<file path="src/hdl/ffa_pkg.sv">
// Shared types, codes and constants for the first-fit allocator.
package ffa_pkg;

  localparam int AW              = 16;
  localparam int EW              = AW + 1;
  localparam int MAX_BLOCKS_DEF  = 16;
  localparam int MAX_WAITING_DEF = 16;
  localparam logic [AW-1:0] MEM_SIZE_RST = 16'hFFFF;

  typedef enum logic [1:0] {
    CMD_ALLOC = 2'd0,
    CMD_FREE  = 2'd1,
    CMD_TERM  = 2'd2,
    CMD_HALT  = 2'd3
  } cmd_t;

  typedef enum logic [2:0] {
    K_PLACED = 3'd0,
    K_AFAIL  = 3'd1,
    K_OK     = 3'd2,
    K_FAIL   = 3'd3,
    K_HALT   = 3'd4
  } kind_t;

  typedef struct packed {
    logic [1:0]    cmd;
    logic [AW-1:0] process_id;
    logic [AW-1:0] req_size;
    logic [AW-1:0] block_addr;
  } in_item_t;

  typedef struct packed {
    logic [AW-1:0] request_id;
    logic [2:0]    result_kind;
    logic [AW-1:0] placed_addr;
    logic          last;
  } out_item_t;

  typedef enum logic [3:0] {
    ST_IDLE, ST_DECODE, ST_FF, ST_A_PLACE, ST_F_SCAN, ST_F_LO, ST_F_HI,
    ST_F_PACK, ST_T_RMB, ST_T_WQ, ST_T_RETRY, ST_T_PLACE, ST_H_LOOP, ST_FINAL
  } state_t;

  typedef enum logic [1:0] {INS_REQ, INS_WAIT_PE, INS_WAIT_LO} ins_sel_t;
  typedef enum logic [1:0] {AS_ZERO, AS_PE, AS_LO} addr_sel_t;
  typedef enum logic [1:0] {RD_K, RD_KM1, RD_KP1} rd_sel_t;

  typedef struct packed {
    logic      latch;
    logic      k_clr;
    logic      k_inc;
    logic      pe_clr;
    logic      pe_upd;
    logic      lo_ld;
    logic      hi_ld;
    logic      rm_blk;
    logic      ins;
    ins_sel_t  ins_sel;
    logic      pack_adv;
    logic      push_wait;
    logic      rm_wait;
    logic      i_clr;
    logic      i_inc;
    logic      wq_clr;
    logic      got_set;
    logic      final_ld;
    kind_t     final_kind;
    logic      emit;
    logic      emit_final;
    logic      emit_wid;
    kind_t     emit_kind;
    addr_sel_t emit_addr;
    logic      emit_last;
    rd_sel_t   rd_sel;
  } dp_cmd_t;

  typedef struct packed {
    cmd_t cmd;
    logic k_end;
    logic k_zero;
    logic kp1_end;
    logic i_end;
    logic tbl_full;
    logic wq_full;
    logic size_bad;
    logic fit_here;
    logic tail_fit;
    logic start_hit;
    logic own_hit;
    logic wfits;
    logic wpid_hit;
    logic got;
    logic can_emit;
  } dp_sts_t;

endpackage

</file>
<file path="src/hdl/ffa_ctrl.sv">
// Controller state machine sequencing scans, inserts, removals and results.
module ffa_ctrl (
  input  logic             clk,
  input  logic             rst_n,
  input  logic             in_valid,
  output logic             in_stall,
  input  ffa_pkg::dp_sts_t sts,
  output ffa_pkg::dp_cmd_t cmd
);
  import ffa_pkg::*;

  state_t state_r, state_nxt;

  assign in_stall = (state_r != ST_IDLE);

  always_ff @(posedge clk) begin
    if (!rst_n) state_r <= ST_IDLE;
    else        state_r <= state_nxt;
  end

  // next state
  always_comb begin
    state_nxt = state_r;
    unique case (state_r)
      ST_IDLE:   if (in_valid) state_nxt = ST_DECODE;
      ST_DECODE: begin
        unique case (sts.cmd)
          CMD_ALLOC: state_nxt = (sts.size_bad || sts.tbl_full) ? ST_FINAL : ST_FF;
          CMD_FREE:  state_nxt = ST_F_SCAN;
          CMD_TERM:  state_nxt = sts.k_end ? ST_FINAL : ST_T_RMB;
          default:   state_nxt = ST_H_LOOP;
        endcase
      end
      ST_FF: begin
        if (!sts.k_end && !sts.fit_here) begin
          state_nxt = ST_FF;
        end else if (sts.k_end ? sts.tail_fit : 1'b1) begin
          state_nxt = (sts.cmd == CMD_ALLOC) ? ST_A_PLACE : ST_T_PLACE;
        end else if (sts.cmd == CMD_ALLOC) begin
          state_nxt = sts.wq_full ? ST_FINAL : ST_IDLE;
        end else begin
          state_nxt = ST_T_RETRY;
        end
      end
      ST_A_PLACE: if (sts.can_emit) state_nxt = ST_IDLE;
      ST_F_SCAN: begin
        if (sts.k_end)          state_nxt = ST_FINAL;
        else if (sts.start_hit) state_nxt = sts.own_hit ? ST_F_LO : ST_FINAL;
      end
      ST_F_LO:   state_nxt = ST_F_HI;
      ST_F_HI:   state_nxt = ST_F_PACK;
      ST_F_PACK: if (sts.i_end) state_nxt = ST_FINAL;
      ST_T_RMB:  if (sts.k_end) state_nxt = ST_T_WQ;
      ST_T_WQ:   if (sts.i_end) state_nxt = ST_T_RETRY;
      ST_T_RETRY: begin
        if (sts.i_end)          state_nxt = ST_FINAL;
        else if (!sts.tbl_full) state_nxt = ST_FF;
      end
      ST_T_PLACE: if (sts.can_emit) state_nxt = ST_T_RETRY;
      ST_H_LOOP:  if (sts.i_end) state_nxt = ST_FINAL;
      ST_FINAL:   if (sts.can_emit) state_nxt = ST_IDLE;
      default:    state_nxt = ST_IDLE;
    endcase
  end

  // datapath commands
  always_comb begin
    cmd = '0;
    cmd.ins_sel   = INS_REQ;
    cmd.emit_addr = AS_ZERO;
    cmd.rd_sel    = RD_K;
    cmd.emit_kind = K_AFAIL;
    cmd.final_kind = K_FAIL;
    unique case (state_r)
      ST_IDLE: cmd.latch = in_valid;
      ST_DECODE: begin
        unique case (sts.cmd)
          CMD_ALLOC: begin
            cmd.final_ld   = sts.size_bad || sts.tbl_full;
            cmd.final_kind = K_AFAIL;
          end
          CMD_TERM: begin
            cmd.final_ld   = sts.k_end;
            cmd.final_kind = K_FAIL;
          end
          default: cmd.final_ld = 1'b0;
        endcase
      end
      ST_FF: begin
        if (!sts.k_end && !sts.fit_here) begin
          cmd.pe_upd = 1'b1;
          cmd.k_inc  = 1'b1;
        end else if (sts.k_end && !sts.tail_fit) begin
          if (sts.cmd == CMD_ALLOC) begin
            cmd.push_wait  = !sts.wq_full;
            cmd.final_ld   = sts.wq_full;
            cmd.final_kind = K_AFAIL;
          end else begin
            cmd.i_inc = 1'b1;
          end
        end
      end
      ST_A_PLACE: begin
        cmd.ins       = sts.can_emit;
        cmd.ins_sel   = INS_REQ;
        cmd.emit      = sts.can_emit;
        cmd.emit_kind = K_PLACED;
        cmd.emit_addr = AS_PE;
        cmd.emit_last = 1'b1;
      end
      ST_F_SCAN: begin
        cmd.final_kind = K_FAIL;
        if (sts.k_end)          cmd.final_ld = 1'b1;
        else if (sts.start_hit) cmd.final_ld = !sts.own_hit;
        else                    cmd.k_inc = 1'b1;
      end
      ST_F_LO: begin
        cmd.rd_sel = RD_KM1;
        cmd.lo_ld  = 1'b1;
      end
      ST_F_HI: begin
        cmd.rd_sel = RD_KP1;
        cmd.hi_ld  = 1'b1;
        cmd.rm_blk = 1'b1;
      end
      ST_F_PACK: begin
        if (sts.i_end) begin
          cmd.final_ld   = 1'b1;
          cmd.final_kind = K_OK;
        end else if (!sts.tbl_full && sts.wfits) begin
          cmd.ins       = sts.can_emit;
          cmd.ins_sel   = INS_WAIT_LO;
          cmd.emit      = sts.can_emit;
          cmd.emit_wid  = 1'b1;
          cmd.emit_kind = K_PLACED;
          cmd.emit_addr = AS_LO;
          cmd.pack_adv  = sts.can_emit;
          cmd.rm_wait   = sts.can_emit;
        end else begin
          cmd.i_inc = 1'b1;
        end
      end
      ST_T_RMB: begin
        if (sts.k_end) begin
          cmd.i_clr = 1'b1;
        end else if (sts.own_hit) begin
          cmd.rm_blk  = 1'b1;
          cmd.got_set = 1'b1;
        end else begin
          cmd.k_inc = 1'b1;
        end
      end
      ST_T_WQ: begin
        if (sts.i_end) begin
          cmd.i_clr = 1'b1;
        end else if (sts.wpid_hit) begin
          cmd.emit      = sts.can_emit;
          cmd.emit_wid  = 1'b1;
          cmd.emit_kind = K_AFAIL;
          cmd.rm_wait   = sts.can_emit;
        end else begin
          cmd.i_inc = 1'b1;
        end
      end
      ST_T_RETRY: begin
        if (sts.i_end) begin
          cmd.final_ld   = 1'b1;
          cmd.final_kind = sts.got ? K_OK : K_FAIL;
        end else if (sts.tbl_full) begin
          cmd.i_inc = 1'b1;
        end else begin
          cmd.k_clr  = 1'b1;
          cmd.pe_clr = 1'b1;
        end
      end
      ST_T_PLACE: begin
        cmd.ins       = sts.can_emit;
        cmd.ins_sel   = INS_WAIT_PE;
        cmd.emit      = sts.can_emit;
        cmd.emit_wid  = 1'b1;
        cmd.emit_kind = K_PLACED;
        cmd.emit_addr = AS_PE;
        cmd.rm_wait   = sts.can_emit;
      end
      ST_H_LOOP: begin
        if (sts.i_end) begin
          cmd.wq_clr     = 1'b1;
          cmd.final_ld   = 1'b1;
          cmd.final_kind = K_HALT;
        end else begin
          cmd.emit      = sts.can_emit;
          cmd.emit_wid  = 1'b1;
          cmd.emit_kind = K_AFAIL;
          cmd.i_inc     = sts.can_emit;
        end
      end
      ST_FINAL: begin
        cmd.emit       = sts.can_emit;
        cmd.emit_final = 1'b1;
      end
      default: cmd.latch = 1'b0;
    endcase
  end

endmodule

</file>
<file path="config.mk">
export PLATFORM = sky130hd
export DESIGN_NAME = ffa_ctrl
export DESIGN_NICKNAME = d
export VERILOG_FILES = /design/src/hdl/ffa_pkg.sv /design/src/hdl/ffa_ctrl.sv
export SDC_FILE = /design/constraint.sdc
export NUM_CORES = 1
export LEC_CHECK = 0
export ABC_AREA = 1
export BUFFER_PORTS_ARGS = -buffer_cell sky130_fd_sc_hd__buf_4
export CAP_MARGIN = 20
export CORE_MARGIN = 3
export CORE_UTILIZATION = 44
export DETAILED_ROUTE_END_ITERATION = 7
export GPL_ROUTABILITY_DRIVEN = 0
export HOLD_SLACK_MARGIN = 0.08
export MAX_ROUTING_LAYER = met4
export PLACE_DENSITY_LB_ADDON = 0.15
export SLEW_MARGIN = 30
export SYNTH_ARGS = -nofsm -noshare
export SYNTH_HDL_FRONTEND = slang
export SYNTH_SLANG_ARGS = --single-unit
</file>
<file path="constraint.sdc">
create_clock -name clk -period 1.75 [get_ports clk]
set_input_delay 0.175 -clock clk [delete_from_list [all_inputs] [get_ports clk]]
set_output_delay 0.175 -clock clk [all_outputs]
set_load 0.05 [all_outputs]
</file>
Word-level counts from Yosys, hierarchy flattened:

Index checks and enable logic that the tools add are counted.

* bits of input ports: 20
* output and inout port bits: 34
* word-level logic and storage cells: 132
* register bits after elaboration: 4

* reductions and logical operators: 18
* equal/unequal tests: 23
* multiplexer cells: 90

Operators with widths (number)
* 4-bit two-way mux: 28
* 4-bit one-hot mux with 12 select lines: 1
* 1-bit two-way mux: 43
* 4-bit == test, second input constant: 6
* 4-bit one-hot mux with 6 select lines: 1
* 4-bit by 3-bit == test with 1-bit output, second input constant: 4
* 6-bit two-way mux: 2
* 3-bit one-hot mux with 4 select lines: 1
* 4-bit one-hot mux with 3 select lines: 1
* 3-bit one-hot mux with 3 select lines: 1
* 4-bit by 2-bit == test with 1-bit output, second input constant: 2
* 2-bit inequality test, second input constant: 4
* 1-bit one-hot mux with 4 select lines: 2
* 2-bit one-hot mux with 2 select lines: 2
* 8-bit AND reduction: 1
* 1-bit logical NOT: 6
* 3-bit inequality test, second input constant: 2
* 1-bit one-hot mux with 2 select lines: 3
* 1-bit one-hot mux with 3 select lines: 2
* 2-bit OR reduction: 3
* 1-bit one-hot mux with 5 select lines: 1
* 4-bit by 1-bit == test with 1-bit output, second input constant: 1
* 4-bit logical NOT: 1
* 2-bit by 1-bit inequality test with 1-bit output, second input constant: 2
* 9 further kinds: 11

Depth between registers and ports, before layout:

* word-level depth: 5
* depth in mapped cells: 11
* gate-level depth less buffers: 10

Worst setup path after synthesis:

No wires, ideal clock.

* path type: reg2out
* start point: register state_r[0]
* end point: output cmd[24] in the netlist's numbering
* path buffers: 1
* arrival: 3286 ps
* path slack: -1711 ps
* cell stages (with the launch flop): 6
* cells stage by stage: dfxtp_1 > buf_6 > nand2_1 > nor2_1 > nor2_1 > nor4_1

RTL lines
* start: declaration: line ffa_ctrl.sv:12 `state_t state_r, state_nxt;`
* start signal: assignment: line ffa_ctrl.sv:18 `else state_r <= state_nxt;`
* end: declaration: line ffa_ctrl.sv:8 `output ffa_pkg::dp_cmd_t cmd`

==> impl_metrics.env <==
export IMPL_status="finished, violations left"
export IMPL_violations="negative setup slack"
export IMPL_num_vias=1602
export IMPL_instances_no_fill=272
export IMPL_setup_viol=7
export IMPL_largest_reg_flops=4
export IMPL_die_area_sq_um=2700
export IMPL_total_power_mw=2.33
export IMPL_critical_path_max_stage_delay_ps=410
export IMPL_final_max_slew_violation_count=0
export IMPL_hpwl_mm=2.80
export IMPL_rows=15
export IMPL_netlist_area_sq_um=928
export IMPL_cts_sinks=4
export IMPL_utilization=0.908
export IMPL_final_cell_mix="buf_4, nand2_1, inv_1, nor2_1, nand3_1"
export IMPL_grt_ovfl_total=0
export IMPL_clk_latency_ps=230
export IMPL_ys_top_cells_by_area="nand2_1, nor2_1, nand3_1"
export IMPL_clk_path_buf_depth=2
export IMPL_postSynthCellCount=184
export IMPL_clkSlewWorstSetupHoldPaths_ps=40
export IMPL_ys_seq_elements=4
export IMPL_cts_tree="done"
export IMPL_grt_use_met1=0.338
export IMPL_htree_num_levels=1
export IMPL_ios=54
export IMPL_grt_max_degree=10
export IMPL_max_freq_mhz=561
export IMPL_final_common_cell="buf_4"
export IMPL_wire_per_inst_microns=16.3
export IMPL_core_area_sq_um=1860
export IMPL_first_global_vias=1407
export IMPL_cp_max_fo=7
export IMPL_cap_violations=0
export IMPL_synth_area_leader_cell="nand2_1"
export IMPL_clock_skew_ps=1.13
export IMPL_cp_arrival_ps=1610
export IMPL_worst_slack_ps=-34.1
export IMPL_fin_tns_setup_ps=-136
export IMPL_antenna_found_initial=0
export IMPL_nets=268
export IMPL_numCtsBuffers=3
export IMPL_grt_usage=0.295
export IMPL_drive_above_1_share=0.486
export IMPL_hold_ws_ps=253
export IMPL_synth_cell_types=24
export IMPL_grt_most_used_layer="met2"
export IMPL_die_w_microns=51.9
export IMPL_dieHeight_microns=51.9
export IMPL_yosysWarnings=0
export IMPL_cellPowerDensity_nw_per_um2=1380
export IMPL_leakagePower_nw=0.865
export IMPL_synth_area_per_cell_sq_um=5.05
export IMPL_critPathRequiredTime_ps=1570
export IMPL_use_met2=0.544
export IMPL_cp_start_kind="flip-flop"
export IMPL_antenna_left=0
export IMPL_area_growth_pct=81.8
export IMPL_drc=0
export IMPL_crit_type="flip-flop to output port"
export IMPL_drtPass1Iterations=5
export IMPL_vias_per_cell=5.89
export IMPL_worstSetupEndpointType="output port"
export IMPL_numPortBuffers=49
export IMPL_rsz0062_at_grt="yes"
export IMPL_fin_crit_ps=1780
export IMPL_hold_violations=0
export IMPL_cts_root_buffer="clkbuf_4"
export IMPL_path_cells="inv_1, nor2_2, nand3_2, nor2_4, nor3_4, a211oi_4, buf_6"
export IMPL_synth_top_cell_area_share=0.162
export IMPL_peakVddDrop_mv=1.35
export IMPL_drt_wl_total_mm=4.45
export IMPL_gr_usage_met3=0.0344
export IMPL_regMostFlops="state_r"
export IMPL_dp_cells=262
export IMPL_yosysSeqAreaShare=0.0863
export IMPL_fillers=88
export IMPL_cp_slowest_cell="dfxtp_4"
export IMPL_hold_class="primary input to flip-flop"
export IMPL_grt_pass1_wl_mm=6.07
export IMPL_largest_registers="state_r: 4 flops"
export IMPL_initial_core_util=0.500
export IMPL_diodes=0
export IMPL_min_period_over_period=1.02
export IMPL_drt_first_iter_violations=99
cell families after synthesis:
| group | count (synthesis) | synth area share |
|---|---|---|
| AND/OR/NAND/NOR | 121 | 0.597 |
| buffers and inverters | 35 | 0.170 |
| AO/OA/AOI/OAI | 23 | 0.143 |
| flip-flops | 4 | 0.0863 |
| other | 1 | 0.00404 |
worst max-delay path: cells and delay by family, from the launching register on:
family	cells	cell delay [ps]
flops	1	410
compound gates	1	170
simple gates	4	530
buf+inv	2	280
final cells by class:
cell class	count	area (sq um)	share of cell area
repair buffers	64	526	0.311
well taps	25	31.3	0.0185
flip-flops and latches	4	95.1	0.0563
clock buffers	4	26.3	0.0156
multi-input cells	146	895	0.530
inverters	29	115	0.0682
per-layer routing:
layer / vias up / share of wire
li1: 715 / -
met1: 734 / 0.36
met2: 134 / 0.52
met3: 19 / 0.095
met4: 0 / 0.024
met5: - / 0
worst paths after layout:
kind                      to  slack (ps)  depth (start not counted)       start
setup / recovery     cmd[19]         -30                          7  state_r[0]
hold / removal    state_r[1]         250                          3       rst_n
setup reg to reg  state_r[1]         -10                         10  state_r[2]
hold reg to reg   state_r[1]         540                          2  state_r[1]
repair_timing:
action,CTS,global route
resized for setup,13,32
hold buffers,0,0
setup buffers,4,4
setup endpoints to repair,11,19
pin swaps,3,9
Yosys cell counts (all sizes together):
master    n
nor3      4
conb      1
a211oi    1
nor4      1
nor2     42
dfxtp     4
o32ai     1
o22ai     1
a21oi    11
buf       6
o221ai    1
o21ai     6
o2111ai   1
nand4     4
inv      29
nand2    46
nand3    24
o21bai    1
through the flow:
stage	setup slack, ps	instance area (sq um)
floorplan	-363	1040
finish	-34.1	1690
global route	-123	1690
CTS	-33.8	1560
global placement	123	1460
detailed placement	59.2	1460
where the power goes:
group	internal, mW	switching [mW]
clock	0.0857	0.0394
sequential	0.151	0.107
combinational	0.635	1.31
total	0.872	1.46
(Power assumes the default switching activity.)
