===== config.mk =====
export PLATFORM = sky130hd
export DESIGN_NAME = ffa_dp
export DESIGN_NICKNAME = d
export VERILOG_FILES = /design/src/hdl/ffa_pkg.sv /design/src/hdl/ffa_dp.sv
export SDC_FILE = /design/constraint.sdc
export NUM_CORES = 2
export LEC_CHECK = 0
export BUFFER_PORTS_ARGS = -buffer_cell sky130_fd_sc_hd__buf_2
export CORE_MARGIN = 8
export CORE_UTILIZATION = 45
export DETAILED_ROUTE_END_ITERATION = 7
export HOLD_SLACK_MARGIN = 0.1
export PLACE_DENSITY = 0.6
export SLEW_MARGIN = 20
export SYNTH_ARGS = -nofsm -noshare
export SYNTH_HDL_FRONTEND = slang
export SYNTH_SLANG_ARGS = --single-unit

===== constraint.sdc =====
create_clock -name clk -period 13 [get_ports clk]
set_clock_uncertainty 0.2 [all_clocks]
set_input_delay 1.3 -clock clk [delete_from_list [all_inputs] [get_ports clk]]
set_output_delay 1.3 -clock clk [all_outputs]
set_load 0.05 [all_outputs]

===== src/hdl/ffa_pkg.sv =====
// Shared types, codes and constants for the first-fit allocator.
package ffa_pkg;

  localparam int AW              = 16;
  localparam int EW              = AW + 1;
  localparam int MAX_BLOCKS_DEF  = 16;
  localparam int MAX_WAITING_DEF = 16;
  localparam logic [AW-1:0] MEM_SIZE_RST = 16'hFFFF;

  typedef enum logic [1:0] {
    CMD_ALLOC = 2'd0,
    CMD_FREE  = 2'd1,
    CMD_TERM  = 2'd2,
    CMD_HALT  = 2'd3
  } cmd_t;

  typedef enum logic [2:0] {
    K_PLACED = 3'd0,
    K_AFAIL  = 3'd1,
    K_OK     = 3'd2,
    K_FAIL   = 3'd3,
    K_HALT   = 3'd4
  } kind_t;

  typedef struct packed {
    logic [1:0]    cmd;
    logic [AW-1:0] process_id;
    logic [AW-1:0] req_size;
    logic [AW-1:0] block_addr;
  } in_item_t;

  typedef struct packed {
    logic [AW-1:0] request_id;
    logic [2:0]    result_kind;
    logic [AW-1:0] placed_addr;
    logic          last;
  } out_item_t;

  typedef enum logic [3:0] {
    ST_IDLE, ST_DECODE, ST_FF, ST_A_PLACE, ST_F_SCAN, ST_F_LO, ST_F_HI,
    ST_F_PACK, ST_T_RMB, ST_T_WQ, ST_T_RETRY, ST_T_PLACE, ST_H_LOOP, ST_FINAL
  } state_t;

  typedef enum logic [1:0] {INS_REQ, INS_WAIT_PE, INS_WAIT_LO} ins_sel_t;
  typedef enum logic [1:0] {AS_ZERO, AS_PE, AS_LO} addr_sel_t;
  typedef enum logic [1:0] {RD_K, RD_KM1, RD_KP1} rd_sel_t;

  typedef struct packed {
    logic      latch;
    logic      k_clr;
    logic      k_inc;
    logic      pe_clr;
    logic      pe_upd;
    logic      lo_ld;
    logic      hi_ld;
    logic      rm_blk;
    logic      ins;
    ins_sel_t  ins_sel;
    logic      pack_adv;
    logic      push_wait;
    logic      rm_wait;
    logic      i_clr;
    logic      i_inc;
    logic      wq_clr;
    logic      got_set;
    logic      final_ld;
    kind_t     final_kind;
    logic      emit;
    logic      emit_final;
    logic      emit_wid;
    kind_t     emit_kind;
    addr_sel_t emit_addr;
    logic      emit_last;
    rd_sel_t   rd_sel;
  } dp_cmd_t;

  typedef struct packed {
    cmd_t cmd;
    logic k_end;
    logic k_zero;
    logic kp1_end;
    logic i_end;
    logic tbl_full;
    logic wq_full;
    logic size_bad;
    logic fit_here;
    logic tail_fit;
    logic start_hit;
    logic own_hit;
    logic wfits;
    logic wpid_hit;
    logic got;
    logic can_emit;
  } dp_sts_t;

endpackage


===== src/hdl/ffa_dp.sv =====
// Datapath: block table, wait queue, scan registers and result register.
module ffa_dp #(
  parameter int MAX_BLOCKS  = ffa_pkg::MAX_BLOCKS_DEF,
  parameter int MAX_WAITING = ffa_pkg::MAX_WAITING_DEF
) (
  input  logic               clk,
  input  logic               rst_n,
  input  ffa_pkg::in_item_t  in_data,
  input  logic               cfg_we,
  input  logic [15:0]        cfg_wdata,
  input  ffa_pkg::dp_cmd_t   cmd,
  output ffa_pkg::dp_sts_t   sts,
  input  logic               out_stall,
  output logic               out_valid,
  output ffa_pkg::out_item_t out_data
);
  import ffa_pkg::*;

  localparam int BW  = (MAX_BLOCKS > 1) ? $clog2(MAX_BLOCKS) : 1;
  localparam int BCW = $clog2(MAX_BLOCKS + 1);
  localparam int WW  = (MAX_WAITING > 1) ? $clog2(MAX_WAITING) : 1;
  localparam int WCW = $clog2(MAX_WAITING + 1);

  in_item_t      req_r;
  logic [AW-1:0] id_r, ctr_r, mem_r;
  logic [BCW-1:0] blk_cnt_r, blk_cnt_nxt, k_r, k_nxt;
  logic [WCW-1:0] wcnt_r, wcnt_nxt, i_r, i_nxt;
  logic [EW-1:0] pe_r, pe_nxt, lo_r, lo_nxt, room_r, room_nxt;
  logic          got_r;
  kind_t         fin_kind_r;
  logic          out_valid_r, out_valid_nxt;
  out_item_t     out_r, out_nxt;

  logic [AW-1:0] ts_r [MAX_BLOCKS], ts_nxt [MAX_BLOCKS];
  logic [AW-1:0] tl_r [MAX_BLOCKS], tl_nxt [MAX_BLOCKS];
  logic [AW-1:0] to_r [MAX_BLOCKS], to_nxt [MAX_BLOCKS];
  logic [AW-1:0] wid_r [MAX_WAITING], wid_nxt [MAX_WAITING];
  logic [AW-1:0] wpid_r [MAX_WAITING], wpid_nxt [MAX_WAITING];
  logic [AW-1:0] wsz_r [MAX_WAITING], wsz_nxt [MAX_WAITING];

  // single table read port
  logic [BCW-1:0] rd_idx;
  logic [AW-1:0]  rd_start, rd_len, rd_own;
  logic [EW-1:0]  rs, rd_end, mem_e, hi, ff_sz_e;
  logic [WW-1:0]  wi;
  logic [AW-1:0]  w_id, w_pid, w_sz, ff_sz;
  logic           can_emit;

  always_comb begin
    unique case (cmd.rd_sel)
      RD_KM1:  rd_idx = k_r - BCW'(1);
      RD_KP1:  rd_idx = k_r + BCW'(1);
      default: rd_idx = k_r;
    endcase
  end

  assign rd_start = ts_r[rd_idx[BW-1:0]];
  assign rd_len   = tl_r[rd_idx[BW-1:0]];
  assign rd_own   = to_r[rd_idx[BW-1:0]];
  assign rs       = {1'b0, rd_start};
  assign rd_end   = rs + {1'b0, rd_len};
  assign mem_e    = {1'b0, mem_r};

  assign wi    = i_r[WW-1:0];
  assign w_id  = wid_r[wi];
  assign w_pid = wpid_r[wi];
  assign w_sz  = wsz_r[wi];
  assign ff_sz = (cmd_t'(req_r.cmd) == CMD_ALLOC) ? req_r.req_size : w_sz;
  assign ff_sz_e = {1'b0, ff_sz};

  assign can_emit = !out_valid_r || !out_stall;

  always_comb begin
    sts.cmd       = cmd_t'(req_r.cmd);
    sts.k_end     = (k_r >= blk_cnt_r);
    sts.k_zero    = (k_r == '0);
    sts.kp1_end   = (({1'b0, k_r} + (BCW+1)'(1)) >= {1'b0, blk_cnt_r});
    sts.i_end     = (i_r >= wcnt_r);
    sts.tbl_full  = (blk_cnt_r >= BCW'(MAX_BLOCKS));
    sts.wq_full   = (wcnt_r >= WCW'(MAX_WAITING));
    sts.size_bad  = (req_r.req_size == '0) || (req_r.req_size > mem_r);
    sts.fit_here  = (rs >= pe_r) && (rd_start <= mem_r) && ((rs - pe_r) >= ff_sz_e);
    sts.tail_fit  = (mem_e >= pe_r) && ((mem_e - pe_r) >= ff_sz_e);
    sts.start_hit = (rd_start == req_r.block_addr);
    sts.own_hit   = (rd_own == req_r.process_id);
    sts.wfits     = ({1'b0, w_sz} <= room_r);
    sts.wpid_hit  = (w_pid == req_r.process_id);
    sts.got       = got_r;
    sts.can_emit  = can_emit;
  end

  // insertion operands and sorted position
  logic [EW-1:0]  ins_addr;
  logic [AW-1:0]  ins_len, ins_own;
  logic [BCW-1:0] pos;

  always_comb begin
    unique case (cmd.ins_sel)
      INS_WAIT_PE: begin ins_addr = pe_r; ins_len = w_sz; ins_own = w_pid; end
      INS_WAIT_LO: begin ins_addr = lo_r; ins_len = w_sz; ins_own = w_pid; end
      default:     begin
        ins_addr = pe_r; ins_len = req_r.req_size; ins_own = req_r.process_id;
      end
    endcase
    pos = blk_cnt_r;
    for (int j = MAX_BLOCKS - 1; j >= 0; j--) begin
      if ((BCW'(j) < blk_cnt_r) && ({1'b0, ts_r[j]} >= ins_addr)) pos = BCW'(j);
    end
  end

  // table update: shift down on remove, shift up on insert
  always_comb begin
    ts_nxt = ts_r;
    tl_nxt = tl_r;
    to_nxt = to_r;
    blk_cnt_nxt = blk_cnt_r;
    if (cmd.rm_blk) begin
      for (int j = 0; j < MAX_BLOCKS - 1; j++) begin
        if (BCW'(j) >= k_r) begin
          ts_nxt[j] = ts_r[j+1];
          tl_nxt[j] = tl_r[j+1];
          to_nxt[j] = to_r[j+1];
        end
      end
      blk_cnt_nxt = blk_cnt_r - BCW'(1);
    end else if (cmd.ins) begin
      for (int j = 1; j < MAX_BLOCKS; j++) begin
        if (BCW'(j) > pos) begin
          ts_nxt[j] = ts_r[j-1];
          tl_nxt[j] = tl_r[j-1];
          to_nxt[j] = to_r[j-1];
        end
      end
      for (int j = 0; j < MAX_BLOCKS; j++) begin
        if (BCW'(j) == pos) begin
          ts_nxt[j] = ins_addr[AW-1:0];
          tl_nxt[j] = ins_len;
          to_nxt[j] = ins_own;
        end
      end
      blk_cnt_nxt = blk_cnt_r + BCW'(1);
    end
  end

  // wait queue: push at tail, remove with compaction
  always_comb begin
    wid_nxt  = wid_r;
    wpid_nxt = wpid_r;
    wsz_nxt  = wsz_r;
    wcnt_nxt = wcnt_r;
    if (cmd.wq_clr) begin
      wcnt_nxt = '0;
    end else if (cmd.push_wait) begin
      wid_nxt[wcnt_r[WW-1:0]]  = id_r;
      wpid_nxt[wcnt_r[WW-1:0]] = req_r.process_id;
      wsz_nxt[wcnt_r[WW-1:0]]  = req_r.req_size;
      wcnt_nxt = wcnt_r + WCW'(1);
    end else if (cmd.rm_wait) begin
      for (int j = 0; j < MAX_WAITING - 1; j++) begin
        if (WCW'(j) >= i_r) begin
          wid_nxt[j]  = wid_r[j+1];
          wpid_nxt[j] = wpid_r[j+1];
          wsz_nxt[j]  = wsz_r[j+1];
        end
      end
      wcnt_nxt = wcnt_r - WCW'(1);
    end
  end

  // scan registers
  always_comb begin
    k_nxt = k_r;
    if (cmd.latch || cmd.k_clr) k_nxt = '0;
    else if (cmd.k_inc)         k_nxt = k_r + BCW'(1);
    i_nxt = i_r;
    if (cmd.latch || cmd.i_clr) i_nxt = '0;
    else if (cmd.i_inc)         i_nxt = i_r + WCW'(1);
    pe_nxt = pe_r;
    if (cmd.latch || cmd.pe_clr) pe_nxt = '0;
    else if (cmd.pe_upd)         pe_nxt = rd_end;
    lo_nxt   = lo_r;
    room_nxt = room_r;
    hi       = sts.kp1_end ? mem_e : rs;
    if (cmd.lo_ld) lo_nxt = sts.k_zero ? '0 : rd_end;
    if (cmd.hi_ld) room_nxt = (hi > lo_r) ? (hi - lo_r) : '0;
    if (cmd.pack_adv) begin
      room_nxt = room_r - {1'b0, w_sz};
      lo_nxt   = lo_r + {1'b0, w_sz};
    end
  end

  // result register
  always_comb begin
    out_nxt       = out_r;
    out_valid_nxt = out_valid_r && out_stall;
    if (cmd.emit) begin
      out_valid_nxt = 1'b1;
      if (cmd.emit_final) begin
        out_nxt.request_id  = id_r;
        out_nxt.result_kind = fin_kind_r;
        out_nxt.placed_addr = '0;
        out_nxt.last        = 1'b1;
      end else begin
        out_nxt.request_id  = cmd.emit_wid ? w_id : id_r;
        out_nxt.result_kind = cmd.emit_kind;
        unique case (cmd.emit_addr)
          AS_PE:   out_nxt.placed_addr = pe_r[AW-1:0];
          AS_LO:   out_nxt.placed_addr = lo_r[AW-1:0];
          default: out_nxt.placed_addr = '0;
        endcase
        out_nxt.last = cmd.emit_last;
      end
    end
  end

  assign out_valid = out_valid_r;
  assign out_data  = out_r;

  always_ff @(posedge clk) begin
    if (!rst_n) begin
      mem_r       <= MEM_SIZE_RST;
      ctr_r       <= '0;
      blk_cnt_r   <= '0;
      wcnt_r      <= '0;
      k_r         <= '0;
      i_r         <= '0;
      got_r       <= 1'b0;
      out_valid_r <= 1'b0;
    end else begin
      if (cfg_we) mem_r <= cfg_wdata;
      if (cmd.latch) ctr_r <= ctr_r + AW'(1);
      blk_cnt_r   <= blk_cnt_nxt;
      wcnt_r      <= wcnt_nxt;
      k_r         <= k_nxt;
      i_r         <= i_nxt;
      if (cmd.latch)        got_r <= 1'b0;
      else if (cmd.got_set) got_r <= 1'b1;
      out_valid_r <= out_valid_nxt;
    end
  end

  always_ff @(posedge clk) begin
    if (cmd.latch) begin
      req_r <= in_data;
      id_r  <= ctr_r;
    end
    if (cmd.final_ld) fin_kind_r <= cmd.final_kind;
    pe_r   <= pe_nxt;
    lo_r   <= lo_nxt;
    room_r <= room_nxt;
    out_r  <= out_nxt;
    ts_r   <= ts_nxt;
    tl_r   <= tl_nxt;
    to_r   <= to_nxt;
    wid_r  <= wid_nxt;
    wpid_r <= wpid_nxt;
    wsz_r  <= wsz_nxt;
  end

endmodule


# After elaboration in Yosys (flattened, before gate mapping)

Cells that the tools add are included.

Add/sub/neg operators: 15
Order comparisons: 94
Equality and inequality tests: 39
Muxes and demuxes: 254
Bitwise logic cells: 6
Reduce and logical (&&, ||, !) cells: 104

Operators with widths:

| kind                                                              | number |
|---|---|
| two-way mux 16 bit                                                | 201 |
| two-way mux 240 bit                                               | 9 |
| bitwise mux 256 bit                                               | 3 |
| two-way mux 256 bit                                               | 3 |
| binary-select mux 16 bit (select 4 bit)                           | 6 |
| greater-or-equal comparator 16 x 17 -> 1 bit                      | 18 |
| two-way mux 17 bit                                                | 7 |
| two-way mux 5 bit                                                 | 20 |
| AND reduction 3 bit                                               | 31 |
| greater-or-equal comparator 4 x 5 -> 1 bit (first input constant) | 14 |
| demux 16 bit (select 4 bit)                                       | 1 |
| subtractor 16 x 17 -> 17 bit                                      | 3 |
| == test 16 bit                                                    | 3 |
| nonzero test 2 bit                                                | 21 |
| nonzero test 3 bit                                                | 14 |
| == test 4 x 5 -> 1 bit (first input constant)                     | 8 |
| greater-or-equal comparator 3 x 5 -> 1 bit (first input constant) | 8 |
| > comparator 4 x 5 -> 1 bit (first input constant)                | 8 |
| less-than comparator 4 x 5 -> 1 bit (first input constant)        | 8 |
| two-way mux 36 bit                                                | 1 |
| greater-or-equal comparator 17 x 16 -> 1 bit                      | 2 |
| case mux 16 bit (2 select lines)                                  | 1 |
| inequality test 2 x 1 -> 1 bit (second input constant)            | 15 |
| greater-or-equal comparator 5 bit (second input constant)         | 5 |
| other kinds (40)                                                  | 102 |

Flip-flop bits (word level): 1,746
Input bits: 103
Word-level logic and storage cells: 629

# Longest topological paths before layout

Word-level depth: 25
Mapped depth: 32
Gate-level depth less buffers: 30

# Worst setup path after synthesis

Ideal clock, no wire load.

Kind: input port to flip-flop
Start point: in cmd[22] in the netlist's numbering
End point: reg tl_r[144] in the netlist's numbering (enable)
Arrival: 9.730 ns
Data required time: 12.268 ns
Setup slack: 2.538 ns
Stages: 17
Cells stage by stage: inv_1 ha_1 buf_4 buf_1 mux2i_1 ha_1 and4_1 o2111ai_1 a2111oi_0 a2111oi_0 a2111oi_2 nor4_1 a211oi_2 o21a_1 nand3_1 clkbuf_1 a221oi_1

Cells in the longest elaborated chain, start to end: 23
Elaborated cells between the ends (all ways): 54
Those cells by class: 17 x order compare; 2 x eq/ne; 17 x mux; 18 x reduce/logical

Ends and longest elaborated chain:

| what                                                                         | RTL line                     | RTL |
|---|---|---|
| start, declared                                                              | ffa_dp.sv:11                 | `input ffa_pkg::dp_cmd_t cmd,` |
| == test 2 bit (*)                                                            | ffa_dp.sv:98                 | `unique case (cmd.ins_sel)` |
| two-way mux 17 bit (*)                                                       | ffa_dp.sv:98                 |  |
| greater-or-equal comparator 16 x 17 -> 1 bit                                 | ffa_dp.sv:107                | `if ((BCW'(j) < blk_cnt_r) && ({1'b0, ts_r[j]} >= ins_addr)) pos = BCW'(j);` |
| logical AND 1 bit                                                            | ffa_dp.sv:107                |  |
| two-way mux 5 bit (15 in a row)                                              | ffa_dp.sv:107                |  |
| two-way mux 5 bit (*)                                                        | ffa_dp.sv:107                |  |
| > comparator 3 x 5 -> 1 bit / == test 3 x 5 -> 1 bit (equally long branches) | ffa_dp.sv:128, ffa_dp.sv:135 |  |
| nonzero test 3 bit (no source line) (*)                                      | n/a                          |  |
| AND reduction 3 bit (no source line) (*)                                     | n/a                          |  |
| end signal, assigned                                                         | ffa_dp.sv:253                | `tl_r <= tl_nxt;` |
| end, declared                                                                | ffa_dp.sv:35                 | `logic [AW-1:0] tl_r [MAX_BLOCKS], tl_nxt [MAX_BLOCKS];` |

Mark *: on every way between the ends. The rest lies on a longest branch, timed or not.
A chain may end at the register's enable or synchronous reset.

==> out/results.tsv <==
stage	metric	value	unit
run_status	outcome	completed	
synthesis	asr flop ratio synth	0	%
cells_and_area	area delta synth->final	9.780	%
synthesis	FF+latch count, synth	1746	
synthesis	Syn Area/Cell	12.26	sq um
floorplanning	Die X	494.2	microns
cells_and_area	most common cell after layout, fill and taps aside	edfxtp_1	
routing	via density per instance	7.121	
cells_and_area	layout cells sized above 1	15.06	%
cells_and_area	cell area after layout	113000	sq um
routing	wire per inst	33.53	microns
synthesis	post-synthesis instance area	102900	sq um
clock_tree	clock-pin slew on the worst setup and hold paths	0.06	ns
floorplanning	IO Count	157	
routing	vias	80454	
sta	Slew @ Worst Pin	1.230	ns
sta	final worst path period share	82.63	%
critical_path	Crit path max-delay family	compound AO/OA/AOI/OAI gates	
min_path	hold crit path type	reg2reg	
synthesis	post-synthesis sequential area ratio	50.26	%
synthesis	post-synth top area share	48.88	%
critical_path	critical setup path kind	reg2out	
critical_path	Buf+Inv Stages, Crit Path	3	
synthesis	Synth Instances	8393	
cells_and_area	fillers	19797	
cells_and_area	most frequent cells in the layout	edfxtp_1, nand2_1, o2bb2ai_1	
global_routing	antenna violations before repair	16	
sta	Rel. slew slack	18.03	%
global_routing	largest net degree at the start of global routing	250	
clock_tree	CTS tree	done	
critical_path	critical path launch point type	register	
critical_path	CP max stage delay	0.68	ns
clock_tree	H-tree levels	4	
floorplanning	area of the core	227300	sq um
sta	final count of hold timing violations	0	
clock_tree	Clock Path Buffers	3	
floorplanning	initial core utilization	45.27	%
routing	DRT Pass-1 Iters	6	
global_routing	grt ovf	0	
power	VDD IR max	372.1	uV
floorplanning	Die ar.	244200	sq um
sta	Setup violations, final	0	
critical_path	crit end category	output pin	
clock_tree	CTS Root Cell	clkbuf_16	
placed_design	GP Congestion	0.9637	
global_routing	vias in the first global route	77637	
routing	drt drc	0	
critical_path	Worst Path Arrival	9.24	ns
clock_tree	CTS Buf Count	199	
sta	Hold WS	0.2573	ns
sta	fmax	93.09	MHz
sta	fin crit period	10.74	ns
floorplanning	Core Rows	175	
clock_tree	Post-CTS Setup Bufs	0	
job	maxcap violations	0	
placed_design	IO buf count	156	
placed_design	Placed Cells	10922	
routing	post-route antenna net violation count	0	
synthesis	post-synth cell types	92	
synthesis	largest area contributor in the netlist	edfxtp_1	
placed_design	placed instance area	106300	sq um
power	LEAKAGE	39.73	nW
synthesis	top_reg_cell synth	edfxtp_1	
global_routing	total track usage	29.79	%
power	total power	24.20	mW
floorplanning	Die Height	494.2	microns
cells_and_area	fin cells	11298	
critical_path	worst path required time	11.50	ns
placed_design	Detail Placement HPWL	224200	microns
power	Pwr Density	214.2	nW/um^2
sta	RSZ-0062 raised after global routing	false	
synthesis	Syn Nets	8921	
clock_tree	later-pin clock latency in the skew report	0.89	ns
synthesis	Yosys Warn Count	0	
cells_and_area	Final #Nets	8644	
clock_tree	hold buffer count at CTS	0	
clock_tree	clock sinks	1746	
critical_path	Critical-path top delay cell	o41ai_1	
sta	Slew Viols, Final	0	
routing	DRT iter0 DRCs	11856	
critical_path	largest fanout on the critical path	19	
clock_tree	CTS-repair resized insts	0	
synthesis	top cells by area, synth	edfxtp_1, mux4_2, o2bb2ai_1, a221o_1, ha_1	
sta	Setup TNS Final	0	ns
synthesis	Post-synth EDFFs	1675	
routing	Routed Wire Length	378800	microns
global_routing	global-route wire length before repair	546800	microns
==> worst paths after layout <==
kind / from / to / slack, ns / depth (start not counted)
max: k_r[1] / sts[7] / 2.26 / 28
min: ctr_r[13] / id_r[13] / 0.26 / 0
max reg2reg: k_r[1] / room_r[5] / 5.21 / 24
min reg2reg: ctr_r[13] / id_r[13] / 0.26 / 0
==> registers in the layout, summed over array words and instances, names as in the netlist, 36 cells and up <==
register and count:
out_data 36, req_r 48, tl_r 256, to_r 256
ts_r 256, wid_r 256, wpid_r 256, wsz_r 256
==> synthesized netlist by cell type (39+ instances only) <==
cell type,instances
edfxtp_1,1675
ha_1,418
buf_2,126
inv_1,188
nor2b_1,93
a21oi_1,442
mux4_2,432
mux2i_1,171
xnor2_1,136
o21ai_0,169
mux2_2,45
a211oi_1,76
a21o_1,120
nor2_1,370
o211ai_1,58
a221o_1,532
and3_1,125
nand4_1,73
nor3_1,184
o221ai_1,39
buf_1,75
o2bb2ai_1,722
clkbuf_1,599
nand3_1,96
dfxtp_1,71
nand2_1,844
==> power by group <==
group | leakage, nW | internal (mW) | switching [mW]
combinational | 19.4 | 3.19 | 6.61
sequential | 17.2 | 7.60 | 1.05
clock | 3.17 | 3.25 | 2.52
total | 39.7 | 14.0 | 10.2
==> layer usage <==
metal | vias to the layer above | share of wire [%] | GRT usage (%)
li1 | 33182 | - | -
met1 | 40690 | 40 | 42.22
met2 | 5689 | 43 | 44.28
met3 | 885 | 12 | 7.226
met4 | 8 | 4.3 | 11.55
met5 | - | 0.016 | 0
==> logic make-up (layout without fill, tap and decap cells) <==
kind of cell             after synthesis  after routing  synth area share (%)
AO/OA/AOI/OAI                       2473           2473                 19.02
AND/OR/NAND/NOR                     1931           1931                 8.553
flip-flops                          1746           1746                 50.26
buffers and inverters               1001            893                 3.878
multiplexers                         650            650                 11.65
adder cells (fa/ha/maj)              425            425                 5.219
XOR/XNOR                             167            167                 1.421
other                                  0              4                     0
==> cell type report <==
class | instances | area (sq um) | area share, %
antenna | 4 | 10.01 | 0.008861
clock buffer | 272 | 5439 | 4.815
clock inverter | 98 | 1111 | 0.9836
inverter | 188 | 713.2 | 0.6313
multi-input combinational | 5646 | 47880 | 42.39
sequential | 1746 | 51730 | 45.80
tap | 3009 | 3765 | 3.333
timing repair buffer | 335 | 2307 | 2.042
==> through the flow <==
stage               setup WS (ns)  util [%]
global placement            2.647     46.79
CTS                         2.302     49.67
floorplan                   2.538         -
global route                1.578     49.70
detailed placement          2.676     46.79
finish                      2.257     49.70
(Power assumes the default switching activity.)
